## config.mk

```make
export PLATFORM = sky130hd
export DESIGN_NAME = usb_control_endpoint_responder
export DESIGN_NICKNAME = d
export VERILOG_FILES = /design/src/sv/ucer_pkg.sv /design/src/sv/ucer_ctx_mem.sv /design/src/sv/ucer_rom.sv /design/src/sv/usb_control_endpoint_responder.sv
export SDC_FILE = /design/constraint.sdc
export NUM_CORES = 1
export LEC_CHECK = 0
export ABC_AREA = 0
export ABC_CLOCK_PERIOD_IN_PS = 6300
export BUFFER_PORTS_ARGS = -buffer_cell sky130_fd_sc_hd__buf_2
export CAP_MARGIN = 0
export CORE_ASPECT_RATIO = 1.1
export CORE_MARGIN = 2
export CORE_UTILIZATION = 40
export CTS_CLUSTER_SIZE = 10
export DETAILED_ROUTE_END_ITERATION = 6
export SYNTH_ARGS = -nofsm -noshare
export SYNTH_HDL_FRONTEND = slang
export SYNTH_SLANG_ARGS = --single-unit
```

## constraint.sdc

```tcl
create_clock -name clk -period 6.3 [get_ports clk]
set_clock_uncertainty 0.2 [all_clocks]
set_input_delay 0.315 -clock clk [delete_from_list [all_inputs] [get_ports clk]]
set_output_delay 0.315 -clock clk [all_outputs]
set_load 0.01 [all_outputs]
```

## src/sv/ucer_pkg.sv

```systemverilog
// ----------------------------------------------------------------------------
// ucer_pkg
// Types, codes and descriptor ROM for the endpoint-zero responder.
// ----------------------------------------------------------------------------
`default_nettype none
package ucer_pkg;

  localparam int MAX_PACKET = 64;
  localparam int ROM_AW     = 8;
  localparam int ROM_DEPTH  = 164;

  typedef enum logic [1:0] {
    FN_SETUP = 2'd0, FN_OUT = 2'd1, FN_IN_DONE = 2'd2, FN_BUS_RESET = 2'd3
  } func_t;

  typedef enum logic [1:0] {
    K_NONE = 2'd0, K_DATA = 2'd1, K_ZLP = 2'd2, K_STALL = 2'd3
  } kind_t;

  typedef enum logic [3:0] {
    SRC_NONE = 4'd0, SRC_DEV = 4'd1, SRC_CFG = 4'd2, SRC_LANG = 4'd3,
    SRC_MANUF = 4'd4, SRC_PROD = 4'd5, SRC_SERIAL = 4'd6, SRC_CFGVAL = 4'd7,
    SRC_STATUS = 4'd8, SRC_LINE = 4'd9
  } src_t;

  // Responder control states.
  typedef enum logic [2:0] {ST_IDLE, ST_READ, ST_DECODE, ST_FETCH, ST_EMIT} st_t;

  localparam logic [7:0] REQ_GET_STATUS  = 8'h00;
  localparam logic [7:0] REQ_SET_ADDRESS = 8'h05;
  localparam logic [7:0] REQ_GET_DESC    = 8'h06;
  localparam logic [7:0] REQ_GET_CONFIG  = 8'h08;
  localparam logic [7:0] REQ_SET_CONFIG  = 8'h09;
  localparam logic [7:0] REQ_SET_LINE    = 8'h20;
  localparam logic [7:0] REQ_GET_LINE    = 8'h21;
  localparam logic [7:0] REQ_SET_CTRL    = 8'h22;
  localparam logic [1:0] TYPE_STD        = 2'd0;
  localparam logic [1:0] TYPE_CLASS      = 2'd1;

  typedef struct packed {
    logic [1:0]  func;
    logic [7:0]  request_type;
    logic [7:0]  request_code;
    logic [15:0] request_value;
    logic [15:0] request_length;
  } in_item_t;

  typedef struct packed {
    logic [1:0] kind;
    logic [7:0] data_byte;
    logic       last;
    logic [6:0] device_address;
    logic       configured;
    logic       port_open;
  } out_item_t;

  // State record held in the context memory.
  typedef struct packed {
    logic [6:0] pending_address;
    logic [6:0] applied_address;
    logic       configured_flag;
    logic       dtr_flag;
    logic       config_snapshot;
    logic [7:0] remaining_bytes;
    logic [3:0] reply_source;
    logic [7:0] reply_offset;
  } ctx_t;

  // Base of each source in the flat ROM, and its size.
  function automatic logic [ROM_AW-1:0] src_base(input logic [3:0] s);
    unique case (s)
      SRC_DEV:    src_base = 8'd0;
      SRC_CFG:    src_base = 8'd18;
      SRC_LANG:   src_base = 8'd85;
      SRC_MANUF:  src_base = 8'd89;
      SRC_PROD:   src_base = 8'd111;
      SRC_SERIAL: src_base = 8'd139;
      SRC_LINE:   src_base = 8'd157;
      default:    src_base = 8'd0;
    endcase
  endfunction

  function automatic logic [7:0] src_len(input logic [3:0] s);
    unique case (s)
      SRC_DEV:    src_len = 8'd18;
      SRC_CFG:    src_len = 8'd67;
      SRC_LANG:   src_len = 8'd4;
      SRC_MANUF:  src_len = 8'd22;
      SRC_PROD:   src_len = 8'd28;
      SRC_SERIAL: src_len = 8'd18;
      SRC_LINE:   src_len = 8'd7;
      default:    src_len = 8'd0;
    endcase
  endfunction

  function automatic logic [7:0] rom_byte(input logic [ROM_AW-1:0] a);
    logic [7:0] t [ROM_DEPTH] = '{
      // device
      8'd18, 8'h01, 8'h00, 8'h02, 8'h02, 8'h00, 8'h00, 8'(MAX_PACKET),
      8'h83, 8'h04, 8'h40, 8'h57, 8'h00, 8'h02, 8'd1, 8'd2, 8'd3, 8'd1,
      // configuration
      8'd9, 8'h02, 8'd67, 8'h00, 8'd2, 8'd1, 8'd0, 8'h80, 8'd250,
      8'd9, 8'h04, 8'd0, 8'd0, 8'd1, 8'h02, 8'h02, 8'h01, 8'd0,
      8'd5, 8'h24, 8'h00, 8'h10, 8'h01,
      8'd5, 8'h24, 8'h01, 8'h00, 8'd1,
      8'd4, 8'h24, 8'h02, 8'h02,
      8'd5, 8'h24, 8'h06, 8'd0, 8'd1,
      8'd7, 8'h05, 8'h83, 8'h03, 8'd8, 8'h00, 8'hFF,
      8'd9, 8'h04, 8'd1, 8'd0, 8'd2, 8'h0A, 8'h00, 8'h00, 8'd0,
      8'd7, 8'h05, 8'h02, 8'h02, 8'd64, 8'h00, 8'd0,
      8'd7, 8'h05, 8'h81, 8'h02, 8'd64, 8'h00, 8'd0,
      // language
      8'd4, 8'h03, 8'h09, 8'h04,
      // manufacturer
      8'd22, 8'h03, 8'h53, 8'd0, 8'h63, 8'd0, 8'h6F, 8'd0, 8'h75, 8'd0, 8'h74, 8'd0,
      8'h32, 8'd0, 8'h4D, 8'd0, 8'h61, 8'd0, 8'h70, 8'd0, 8'h20, 8'd0,
      // product
      8'd28, 8'h03, 8'h44, 8'd0, 8'h72, 8'd0, 8'h69, 8'd0, 8'h76, 8'd0, 8'h65, 8'd0,
      8'h20, 8'd0, 8'h43, 8'd0, 8'h6F, 8'd0, 8'h6E, 8'd0, 8'h74, 8'd0, 8'h72, 8'd0,
      8'h6F, 8'd0, 8'h6C, 8'd0,
      // serial
      8'd18, 8'h03, 8'h53, 8'd0, 8'h32, 8'd0, 8'h4D, 8'd0, 8'h2D, 8'd0, 8'h44, 8'd0,
      8'h52, 8'd0, 8'h56, 8'd0, 8'h31, 8'd0,
      // line coding
      8'h00, 8'hC2, 8'h01, 8'h00, 8'h00, 8'h00, 8'h08
    };
    rom_byte = (a < ROM_AW'(ROM_DEPTH)) ? t[a] : 8'h00;
  endfunction

endpackage
`default_nettype wire

```

## src/sv/ucer_ctx_mem.sv

```systemverilog
// ----------------------------------------------------------------------------
// ucer_ctx_mem
// One-entry context memory with synchronous read.
// ----------------------------------------------------------------------------
`default_nettype none
module ucer_ctx_mem
  import ucer_pkg::*;
(
  input  wire logic clk,
  input  wire logic we,
  input  wire ctx_t wdata,
  output ctx_t      rdata
);
  ctx_t mem [1];

  always_ff @(posedge clk) begin
    if (we) begin
      mem[0] <= wdata;
    end
    rdata <= we ? wdata : mem[0];
  end
endmodule
`default_nettype wire

```

## src/sv/ucer_rom.sv

```systemverilog
// ----------------------------------------------------------------------------
// ucer_rom
// Descriptor and line-coding ROM with registered read data.
// ----------------------------------------------------------------------------
`default_nettype none
module ucer_rom
  import ucer_pkg::*;
(
  input  wire logic              clk,
  input  wire logic [ROM_AW-1:0] addr,
  output logic [7:0]             data
);
  always_ff @(posedge clk) begin
    data <= rom_byte(addr);
  end
endmodule
`default_nettype wire

```

## src/sv/usb_control_endpoint_responder.sv

```systemverilog
// ----------------------------------------------------------------------------
// usb_control_endpoint_responder
// Endpoint-zero responder: standard and CDC requests, chunked replies.
// ----------------------------------------------------------------------------
//  channel | direction | payload    | handshake
//  in_     | input     | in_item_t  | in_valid / in_ready
//  out_    | output    | out_item_t | out_valid / out_ready
//
// After accept an item passes through the context-read and decode states. A
// data reply then takes a ROM read and then an emit for each byte; a single
// non-data item takes one emit. in_ready returns the cycle after the last emit.
// Reset is synchronous; the context record is written to zero while in_ready
// is held low. A stalled output holds the result register and the emit state.
// ----------------------------------------------------------------------------
`default_nettype none
module usb_control_endpoint_responder
  import ucer_pkg::*;
(
  input  wire logic      clk,
  input  wire logic      rst_n,
  input  wire logic      in_valid,
  output logic           in_ready,
  input  wire in_item_t  in_data,
  output logic           out_valid,
  input  wire logic      out_ready,
  output out_item_t      out_data
);
  st_t        st_r, st_nxt;
  in_item_t   item_r;
  ctx_t       ctx_rd, ctx_w;
  logic       ctx_we;
  logic       init_r;
  ctx_t       live_r, live_nxt;
  logic [1:0] kind_r, kind_nxt;
  logic [6:0] cnt_r, cnt_nxt;      // bytes left in this chunk
  logic [7:0] off_r, off_nxt;      // ROM offset of next byte
  logic [3:0] src_r, src_nxt;
  logic       ov_r, ov_nxt;
  out_item_t  ob_r, ob_nxt;
  logic [ROM_AW-1:0] rom_a;
  logic [7:0] rom_d;

  ucer_ctx_mem u_mem (.clk(clk), .we(ctx_we), .wdata(ctx_w), .rdata(ctx_rd));
  ucer_rom     u_rom (.clk(clk), .addr(rom_a), .data(rom_d));

  assign in_ready  = (st_r == ST_IDLE) && init_r;
  assign out_valid = ov_r;
  assign out_data  = ob_r;
  assign rom_a     = src_base(src_r) + off_r;

  always_ff @(posedge clk) begin
    if (!rst_n) begin
      st_r   <= ST_IDLE;
      init_r <= 1'b0;
      ov_r   <= 1'b0;
    end else begin
      st_r   <= st_nxt;
      init_r <= 1'b1;
      ov_r   <= ov_nxt;
    end
    if (in_valid && in_ready) item_r <= in_data;
    live_r <= live_nxt;
    kind_r <= kind_nxt;
    cnt_r  <= cnt_nxt;
    off_r  <= off_nxt;
    src_r  <= src_nxt;
    ob_r   <= ob_nxt;
  end

  function automatic logic [7:0] virt_byte(ctx_t c, logic [3:0] s, logic [7:0] r);
    unique case (s)
      SRC_CFGVAL: virt_byte = (c.reply_offset == 8'd0) ? {7'd0, c.config_snapshot} : 8'd0;
      SRC_STATUS: virt_byte = 8'd0;
      default:    virt_byte = r;
    endcase
  endfunction

  always_comb begin
    ctx_t c;
    logic [7:0] len;
    logic [7:0] chunk;
    logic       reply;
    logic       stall;
    logic [3:0] s;
    logic [7:0] fetched;
    st_nxt   = st_r;
    live_nxt = live_r;
    kind_nxt = kind_r;
    cnt_nxt  = cnt_r;
    off_nxt  = off_r;
    src_nxt  = src_r;
    ov_nxt   = ov_r;
    ob_nxt   = ob_r;
    ctx_we   = 1'b0;
    ctx_w    = ctx_rd;
    c        = ctx_rd;
    len      = 8'd0;
    chunk    = 8'd0;
    reply    = 1'b0;
    stall    = 1'b0;
    s        = SRC_NONE;
    fetched  = 8'd0;
    if (!init_r) begin
      ctx_we = 1'b1;
      ctx_w  = '0;
    end
    if (ov_r && out_ready) ov_nxt = 1'b0;
    unique case (st_r)
      ST_IDLE:  if (in_valid && in_ready) st_nxt = ST_READ;
      ST_READ:  st_nxt = ST_DECODE;
      ST_DECODE: begin
        kind_nxt = K_NONE;
        unique case (func_t'(item_r.func))
          FN_SETUP: begin
            c.remaining_bytes = 8'd0;
            c.reply_source    = SRC_NONE;
            c.reply_offset    = 8'd0;
            kind_nxt          = K_ZLP;
            if (item_r.request_type[6:5] == TYPE_STD) begin
              priority case (item_r.request_code)
                REQ_SET_ADDRESS: c.pending_address = item_r.request_value[6:0];
                REQ_GET_DESC: begin
                  priority case (item_r.request_value[15:8])
                    8'h01: s = SRC_DEV;
                    8'h02: s = SRC_CFG;
                    8'h03: begin
                      priority case (item_r.request_value[7:0])
                        8'd0: s = SRC_LANG;
                        8'd1: s = SRC_MANUF;
                        8'd2: s = SRC_PROD;
                        8'd3: s = SRC_SERIAL;
                        default: s = SRC_NONE;
                      endcase
                    end
                    default: s = SRC_NONE;
                  endcase
                  if (s == SRC_NONE) stall = 1'b1;
                  else begin
                    reply = 1'b1;
                    len = src_len(s);
                    if (item_r.request_length < {8'd0, len}) len = item_r.request_length[7:0];
                  end
                end
                REQ_SET_CONFIG: c.configured_flag = (item_r.request_value != 16'd0);
                REQ_GET_CONFIG: begin
                  c.config_snapshot = ctx_rd.configured_flag;
                  s = SRC_CFGVAL; len = 8'd1; reply = 1'b1;
                end
                REQ_GET_STATUS: begin
                  s = SRC_STATUS; len = 8'd2; reply = 1'b1;
                end
                default: stall = 1'b1;
              endcase
            end else if (item_r.request_type[6:5] == TYPE_CLASS) begin
              priority case (item_r.request_code)
                REQ_SET_LINE: ;
                REQ_GET_LINE: begin
                  s = SRC_LINE; len = 8'd7; reply = 1'b1;
                end
                REQ_SET_CTRL: c.dtr_flag = item_r.request_value[0];
                default: stall = 1'b1;
              endcase
            end else begin
              stall = 1'b1;
            end
            if (stall) begin
              c = ctx_rd;
              c.remaining_bytes = 8'd0;
              c.reply_source    = SRC_NONE;
              c.reply_offset    = 8'd0;
              kind_nxt = K_STALL;
            end
            if (reply) begin
              c.reply_source    = s;
              c.reply_offset    = 8'd0;
              c.remaining_bytes = len;
            end
          end
          FN_OUT: begin
            c.remaining_bytes = 8'd0;
            c.reply_source    = SRC_NONE;
            c.reply_offset    = 8'd0;
            kind_nxt = K_ZLP;
          end
          FN_IN_DONE: begin
            if (c.pending_address != 7'd0) begin
              c.applied_address = c.pending_address;
              c.pending_address = 7'd0;
            end
            if (c.remaining_bytes != 8'd0 && c.reply_source != SRC_NONE) reply = 1'b1;
          end
          default: begin
            c.configured_flag = 1'b0;
            c.applied_address = 7'd0;
            c.pending_address = 7'd0;
            c.remaining_bytes = 8'd0;
            c.reply_source    = SRC_NONE;
            c.reply_offset    = 8'd0;
          end
        endcase
        if (reply) begin
          chunk = (c.remaining_bytes > 8'(MAX_PACKET)) ? 8'(MAX_PACKET) : c.remaining_bytes;
          src_nxt = c.reply_source;
          off_nxt = c.reply_offset;
          cnt_nxt = chunk[6:0];
          kind_nxt = (chunk == 8'd0) ? K_ZLP : K_DATA;
        end
        live_nxt = c;  // snapshot before chunk advance, used for emit
        ctx_w = c;
        if (reply) begin
          ctx_w.remaining_bytes = c.remaining_bytes - chunk;
          ctx_w.reply_offset    = c.reply_offset + chunk;
          if (ctx_w.remaining_bytes == 8'd0) ctx_w.reply_source = SRC_NONE;
        end
        ctx_we = 1'b1;
        st_nxt = (kind_nxt == K_DATA) ? ST_FETCH : ST_EMIT;
      end
      ST_FETCH: st_nxt = ST_EMIT;
      ST_EMIT: begin
        if (!ov_r || out_ready) begin
          ov_nxt = 1'b1;
          ob_nxt.kind = kind_r;
          ob_nxt.device_address = live_r.applied_address;
          ob_nxt.configured = live_r.configured_flag;
          ob_nxt.port_open = live_r.configured_flag & live_r.dtr_flag;
          if (kind_r == K_DATA) begin
            fetched = virt_byte(live_r, src_r, rom_d);
            ob_nxt.data_byte = fetched;
            ob_nxt.last = (cnt_r == 7'd1);
            live_nxt.reply_offset = live_r.reply_offset + 8'd1;
            off_nxt = off_r + 8'd1;
            cnt_nxt = cnt_r - 7'd1;
            st_nxt = (cnt_r == 7'd1) ? ST_IDLE : ST_FETCH;
          end else begin
            ob_nxt.data_byte = 8'd0;
            ob_nxt.last = 1'b1;
            st_nxt = ST_IDLE;
          end
        end
      end
      default: st_nxt = ST_IDLE;
    endcase
  end
endmodule
`default_nettype wire

```

==> After elaboration in Yosys (flattened, before gate mapping) <==
Memories as Yosys holds them, arrays and structs flattened. A register that Yosys moved wholly into a read port is not among the register bits.
Cells that the tools add are included.
{ "word_totals": {"regBits": 113, "mem_bits_rw": 37, "rom_bits": 2048, "in_bits": 54, "output_inout_bits": 22, "word_cells": 205, "memories": 2} }
{ "op_classes": {"n_addsub": 6, "magnitude_cmp": 3, "n_eq_ne": 42, "muxes": 96, "bitwise_logic": 2, "reduce_logical": 31} }
{ "memory_table": {"columns": ["memory", "words", "word_bits", "read_ports", "rd_clocked_by_memory_dff", "write_ports", "line", "text"], "rows": [
  ["(no name shown)", 256, 8, 1, 1, 0, "ucer_pkg.sv:127", "rom_byte = (a < ROM_AW'(ROM_DEPTH)) ? t[a] : 8'h00;"],
  ["u_mem.mem", 1, 37, 1, 1, 1, "ucer_ctx_mem.sv:14", "ctx_t mem [1];"]
]} }
{ "op_table": {"columns": ["cell", "n"], "rows": [
  ["8-bit 2-to-1 mux", 16],
  ["37-bit 2-to-1 mux", 3],
  ["20-bit 2-to-1 mux", 3],
  ["8-bit one-hot mux with 2 select lines", 3],
  ["8-bit one-hot mux with 6 select lines", 1],
  ["14-bit one-hot mux with 3 select lines", 1],
  ["7-bit one-hot mux with 6 select lines", 1],
  ["8-bit logical NOT", 5],
  ["20-bit one-hot mux with 2 select lines", 1],
  ["7-bit 2-to-1 mux", 5],
  ["8-bit by 2-bit == test with 1-bit output, second input constant", 4],
  ["4-bit 2-to-1 mux", 8],
  ["1-bit 2-to-1 mux", 31],
  ["4-bit by 3-bit == test with 1-bit output, second input constant", 7],
  ["8-bit by 6-bit == test with 1-bit output, second input constant", 3],
  ["8-bit one-hot mux with 3 select lines", 1],
  ["8-bit by 1-bit adder with 8-bit output, second input constant", 2],
  ["8-bit adder", 2],
  ["4-bit by 2-bit == test with 1-bit output, second input constant", 4],
  ["8-bit by 1-bit == test with 1-bit output, second input constant", 2],
  ["8-bit by 3-bit == test with 1-bit output, second input constant", 2],
  ["8-bit by 4-bit == test with 1-bit output, second input constant", 2],
  ["16-bit by 8-bit < comparator with 1-bit output", 1],
  ["16-bit nonzero test", 1],
  ["42 further kinds", 71]
]} }

==> Depth between registers and ports, before layout <==
{ "depth": {"ltp_word": 32, "depth_mapped": 24, "mapped_depth_nobuf": 23} }

==> Modules after synthesis <==
Synthesis repeated with hierarchy kept, for this count alone.
{ "hier_totals": {"cells_unflattened": 981, "area_unflattened_um2": 9758.1} }
{ "by_module_without_submodules": {"columns": ["module", "n_inst", "cells_per_inst", "area_each_um2"], "rows": [
  ["usb_control_endpoint_responder", 1, 691, 6910.4],
  ["ucer_rom", 1, 253, 1736.7],
  ["ucer_ctx_mem", 1, 37, 1111.1]
]} }

==> Worst setup path before layout <==
Ideal clock, no wire load.
{ "synth_path": {"path_kind": "register to register", "startpoint": "register item_r[19] (netlist bit)", "endpoint": "memory u_mem.mem[0][10] (netlist bit), data pin", "setup_time_ps": 269, "t_arrival_ps": 5059, "setup_slack_ps": 772, "path_stages_with_launch": 22, "path_buffers": 1, "synth_period_minus_slack_ps": 5528, "path_cell_list": "edfxtp_1 -> nor4_2 -> nand2_1 -> or3_1 -> nor2_1 -> nand2_1 -> ha_1 -> a211oi_1 -> nand4b_1 -> a21oi_1 -> buf_2 -> o21ai_0 -> a221oi_2 -> nor3_1 -> fa_1 -> nand2b_1 -> a21boi_0 -> o21ai_0 -> nor4b_1 -> a2111oi_0 -> nor4b_2 -> a21oi_1"} }
{ "synth_between": {"elab_chain_len": 32, "word_cells_on_any_way": 51, "classes_between": "1 x add/sub; 2 x order compare; 10 x eq/ne; 34 x mux; 4 x reduce/logical"} }
{ "synth_rtl": {"columns": ["item", "line", "text"], "rows": [
  ["start: declaration", "usb_control_endpoint_responder.sv:29", "in_item_t item_r;"],
  ["start signal: assignment", "usb_control_endpoint_responder.sv:61", "if (in_valid && in_ready) item_r <= in_data;"],
  ["8-bit by 2-bit == test with 1-bit output (tied with other cells)", "usb_control_endpoint_responder.sv:127", "priority case (item_r.request_value[7:0])"],
  ["3-bit one-hot mux with 4 select lines *", "usb_control_endpoint_responder.sv:127", null],
  ["3-bit one-hot mux with 3 select lines *", "usb_control_endpoint_responder.sv:123", "priority case (item_r.request_value[15:8])"],
  ["4-bit 2-to-1 mux *", "usb_control_endpoint_responder.sv:120", "priority case (item_r.request_code)"],
  ["4-bit 2-to-1 mux *", "usb_control_endpoint_responder.sv:119", "if (item_r.request_type[6:5] == TYPE_STD) begin"],
  ["4-bit 2-to-1 mux *", "usb_control_endpoint_responder.sv:113", "unique case (func_t'(item_r.func))"],
  ["4-bit 2-to-1 mux *", "usb_control_endpoint_responder.sv:108", "unique case (st_r)"],
  ["4-bit by 3-bit == test with 1-bit output or 4-bit by 1-bit == test with 1-bit output (tied branches)", "ucer_pkg.sv:84", "unique case (s)"],
  ["[16 not listed]", null, null],
  ["8-bit 2-to-1 mux", "usb_control_endpoint_responder.sv:202", "chunk = (c.remaining_bytes > 8'(MAX_PACKET)) ? 8'(MAX_PACKET) : c.remaining_bytes;"],
  ["8-bit 2-to-1 mux", "usb_control_endpoint_responder.sv:201", "if (reply) begin"],
  ["8-bit 2-to-1 mux", "usb_control_endpoint_responder.sv:108", null],
  ["8-bit subtractor", "usb_control_endpoint_responder.sv:211", "ctx_w.remaining_bytes = c.remaining_bytes - chunk;"],
  ["8-bit logical NOT", "usb_control_endpoint_responder.sv:213", "if (ctx_w.remaining_bytes == 8'd0) ctx_w.reply_source = SRC_NONE;"],
  ["4-bit 2-to-1 mux", "usb_control_endpoint_responder.sv:213", null],
  ["20-bit 2-to-1 mux *", "usb_control_endpoint_responder.sv:210", "if (reply) begin"],
  ["37-bit 2-to-1 mux *", "usb_control_endpoint_responder.sv:108", null],
  ["end: declaration", "ucer_ctx_mem.sv:14", null]
]} }
Mark *: on every way between the ends. The rest lies on a longest branch, timed or not. The select of a mux whose other input is x is not followed.

==> Worst setup path after layout <==
{ "layout_path": {"startpoint": "register item_r[20] (netlist bit)", "endpoint": "memory u_mem.mem[0][6] (netlist bit), data pin"} }
{ "layout_between": {"elab_chain_len": 30, "word_cells_on_any_way": 47, "classes_between": "1 x add/sub; 2 x order compare; 10 x eq/ne; 31 x mux; 3 x reduce/logical"} }
{ "layout_rtl": {"columns": ["item", "line", "text"], "rows": [
  ["8-bit by 2-bit == test with 1-bit output (tied with other cells)", "usb_control_endpoint_responder.sv:127", null],
  ["3-bit one-hot mux with 4 select lines *", "usb_control_endpoint_responder.sv:127", null],
  ["3-bit one-hot mux with 3 select lines *", "usb_control_endpoint_responder.sv:123", null],
  ["4-bit 2-to-1 mux *", "usb_control_endpoint_responder.sv:120", null],
  ["4-bit 2-to-1 mux *", "usb_control_endpoint_responder.sv:119", null],
  ["4-bit 2-to-1 mux *", "usb_control_endpoint_responder.sv:113", null],
  ["4-bit 2-to-1 mux *", "usb_control_endpoint_responder.sv:108", null],
  ["4-bit by 3-bit == test with 1-bit output or 4-bit by 1-bit == test with 1-bit output (tied branches)", "ucer_pkg.sv:84", null],
  ["[14 not listed]", null, null],
  ["20-bit 2-to-1 mux", "usb_control_endpoint_responder.sv:108", null],
  ["8-bit by 7-bit greater-than comparator with 1-bit output", "usb_control_endpoint_responder.sv:202", null],
  ["8-bit 2-to-1 mux", "usb_control_endpoint_responder.sv:202", null],
  ["8-bit 2-to-1 mux", "usb_control_endpoint_responder.sv:201", null],
  ["8-bit 2-to-1 mux", "usb_control_endpoint_responder.sv:108", null],
  ["8-bit adder", "usb_control_endpoint_responder.sv:212", "ctx_w.reply_offset = c.reply_offset + chunk;"],
  ["20-bit 2-to-1 mux *", "usb_control_endpoint_responder.sv:210", null],
  ["37-bit 2-to-1 mux *", "usb_control_endpoint_responder.sv:108", null]
]} }
Marks and branches as above.

==> results.sh <==
export IMPL_status="finished, final reports clean"
export IMPL_cts_root_buf="clkbuf_16"
export IMPL_final_util_pct=48.3
export IMPL_setup_violations=0
export IMPL_wirelength_mm=24.8
export IMPL_grt_pass1_vias=7768
export IMPL_ys_flop_type="edfxtp_1"
export IMPL_route_detailed_drc=0
export IMPL_globalRouteTotalUtil_pct=20.0
export IMPL_die_area_um2=25200
export IMPL_cp_start_kind="register"
export IMPL_cp_startpoint="item_r[20]$_DFFE_PP_"
export IMPL_drt_first_pass_iters=6
export IMPL_start_util_pct=40.5
export IMPL_finalWeightedCongestion=0.927
export IMPL_clk_pin_slew_ps=60
export IMPL_tritoncts="built"
export IMPL_worstMarginPinSlew_ps=1130
export IMPL_via_count=8062
export IMPL_maxCapViolations=0
export IMPL_grt_ovfl_total=0
export IMPL_final_cells=1384
export IMPL_power_density_nw_per_um2=230
export IMPL_cts_buffers=17
export IMPL_synth_avg_cell_area_um2=9.97
export IMPL_endpoint="u_mem.mem[0][6]$_SDFFCE_PP0N_"
export IMPL_dp_hpwl_mm=17.4
export IMPL_total_leakage_power_nw=4.22
export IMPL_drv_slew=0
export IMPL_r2r_cells=23
export IMPL_multiInputGateArea_um2=4850
export IMPL_crit_reg2reg_launch="item_r[20]$_DFFE_PP_"
export IMPL_critPathRequiredTime_ps=6380
export IMPL_insertion_delay_ps=430
export IMPL_diodes=0
export IMPL_busiest_layer="met2"
export IMPL_end_kind="register"
export IMPL_port_buffers=69
export IMPL_cts_sinks=153
export IMPL_cp_slowest_stage_delay_ps=440
export IMPL_die_x_um=152
export IMPL_antenna_left=0
export IMPL_drive_gt1_share_pct=14.6
export IMPL_synth_area_um2=9580
export IMPL_r2r_slack_ps=410
export IMPL_critPathMaxFanout=7
export IMPL_dp_cells=1305
export IMPL_power_total_mw=2.63
export IMPL_synthArstFlopShare_pct=0
export IMPL_io_pins=76
export IMPL_fp_coreArea_um2=23600
export IMPL_critPathKind="reg -> reg"
export IMPL_routedWlPerCell_um=17.9
export IMPL_crit_slowest_cell="or3b_2"
export IMPL_syn_nets=1060
export IMPL_antenna_found_initial=0
export IMPL_ys_seq_area_share_pct=46.6
export IMPL_grt_max_degree=46
export IMPL_cts_buffer_depth=2
export IMPL_synth_seq_cells=153
export IMPL_areaGrowthSynthToFinish_pct=19.2
export IMPL_r2r_end="u_mem.mem[0][6]$_SDFFCE_PP0N_"
export IMPL_nNetsFinal=1166
export IMPL_hold_viol_final=0
export IMPL_grtUsageMet2_pct=32.9
export IMPL_seq_area_um2=4460
export IMPL_min_path_type="in -> reg"
export IMPL_synth_cells=960
export IMPL_grt_pass1_wl_mm=39.8
export IMPL_synth_edf_count=140
export IMPL_std_cell_rows=59
export IMPL_vdd_ir_drop_max_v=0.000192
export IMPL_drtIter0Drc=677
export IMPL_die_y_um=166
export IMPL_htreeDepth=4
export IMPL_cp_arrival_ps=5970
export IMPL_grtUsageMet1_pct=26.1
export IMPL_fmax_ghz=0.170
export IMPL_yosysWarningCount=0
export IMPL_synth_cell_types=85
export IMPL_nFillCells=2175
export IMPL_crit_chain="nor4_4 -> nand2_1 -> or3_1 -> nor2_1 -> nand2_1 -> ha_1 -> o21ai_0 -> a221oi_2 -> a21oi_4 -> or3_1 -> nand3_1 -> inv_1 -> nor3_1 -> ha_1 -> inv_1 -> fa_1 -> nor2b_1 -> o21ai_0 -> a21boi_0 -> o21a_1 -> nor3_1 -> or3b_2 -> a21oi_1"
export IMPL_period_share_pct=93.5
export IMPL_post_route_min_period_ps=5890
export IMPL_maxSlewHeadroom_pct=24.3
export IMPL_avgViaCountPerCell=5.83
export IMPL_grt_met3_usage_pct=3.63
-- cells in the mapped netlist, types with 13 or more instances --
library cell / n / share of area [%]
a211oi_1: 18 / 1.4
edfxtp_1: 140 / 44
ha_1: 43 / 5.6
dfxtp_1: 13 / 2.7
nor2_1: 77 / 3.0
and2_1: 36 / 2.4
a22oi_1: 13 / 1.0
o22ai_1: 14 / 0.91
a21oi_1: 69 / 3.6
o21ai_0: 46 / 2.4
nand2_1: 99 / 3.9
clkbuf_1: 34 / 1.3
nor3_1: 23 / 1.2
inv_1: 36 / 1.4
xnor2_1: 18 / 1.6
nand3_1: 40 / 2.1
xor2_1: 14 / 1.3
-- flip-flops by register name, indices dropped and copies added, names as in the netlist --
name,count
cnt_r,7
u_rom.data,8
kind_r,2
out_valid,1
live_r,18
st_r,3
out_data,20
item_r,44
u_mem.mem,37
off_r,8
src_r,4
init_r,1
-- where the power goes --
part           switching (mW)  internal [mW]  total, mW  leakage, nW
registers              0.0352           1.16       1.20         1.44
clock network           0.433          0.714       1.15        0.314
logic                   0.169          0.112      0.281         2.46
total                   0.637           1.99       2.63         4.22
-- cell families (layout without fill, tap and decap cells) --
family                   after synthesis  after routing  share of synthesized area, %
AO/OA/AOI/OAI                        267            267                          19.0
XOR/XNOR                              33             33                          3.10
buffers and inverters                 81            200                          3.29
AND/OR/NAND/NOR                      372            372                          20.7
adder cells (fa/ha/maj)               46             46                          6.25
flip-flops                           153            153                          46.6
multiplexers                           8              8                          1.03
-- what timing repair did --
action                                 CTS  global route
resized for setup                        2             7
hold buffers                            45             0
pin swaps                                0             4
endpoints found under the hold margin   46             0
setup endpoints to repair                4             6
setup buffers                            0             2
-- placed cells by master (no fill, tap or decap), types with 13 or more instances in the layout --
cell type / n
edfxtp_1: 140
nand2_1: 99
nor2_1: 75
buf_2: 69
a21oi_1: 68
dlygate4sd3_1: 45
o21ai_0: 44
ha_1: 43
nand3_1: 40
inv_1: 36
and2_1: 35
nor3_1: 23
xnor2_1: 18
buf_4: 18
a211oi_1: 17
clkbuf_16: 17
xor2_1: 14
o22ai_1: 14
a22oi_1: 13
dfxtp_1: 13
-- per-layer routing --
layer  vias up  wire length (µm)
met1      3840             10800
met5         -                 0
met2       323             12000
li1       3854                 -
met4         0               611
met3        45              1410
-- worst min path at each step --
stage               cells after the start                  from  slack, ps               endpoint
CTS                                     3             out_ready         50   out_valid$_SDFF_PN0_
global route                            3             out_ready         70   out_valid$_SDFF_PN0_
detailed placement                      0  live_r[28]$_DFFE_PN_        210  out_data[7]$_DFFE_PP_
floorplan                               0                 rst_n        140         init_r$_DFF_P_
finish                                  3             out_ready         70   out_valid$_SDFF_PN0_
global placement                        0  live_r[26]$_DFFE_PN_        200  out_data[5]$_DFFE_PP_
-- worst max-delay path, delay by kind of cell (launching register included) --
family | cells | cell delay, ps
DFF | 1 | 430
AOI/OAI and AO/OA | 7 | 1380
adders and majority gates | 3 | 940
buffers and inverters | 2 | 150
and+or+nand+nor | 11 | 2640
-- cell type report --
class	instances	area share, %
Sequential cell	153	39.1
Timing Repair Buffer	132	8.15
Tap cell	305	3.34
Multi-Input combinational cell	726	42.5
Inverter	36	1.18
Clock inverter	12	1.89
Clock buffer	20	3.83
-- stage by stage --
stage          setup slack [ps]  TNS (ps)  hold WS, ps  area (µm²)
3_5_place_dp              -53.7      -110          207       10300
5_1_grt                   -9.25     -9.25         66.2       11400
6_report                    407         0         71.5       11400
3_3_place_gp               95.2         0          204       10300
4_1_cts                    64.5         0         50.9       11400
2_1_floorplan               772         0          143        9580
Note: power is estimated with default switching activity, not from simulation.
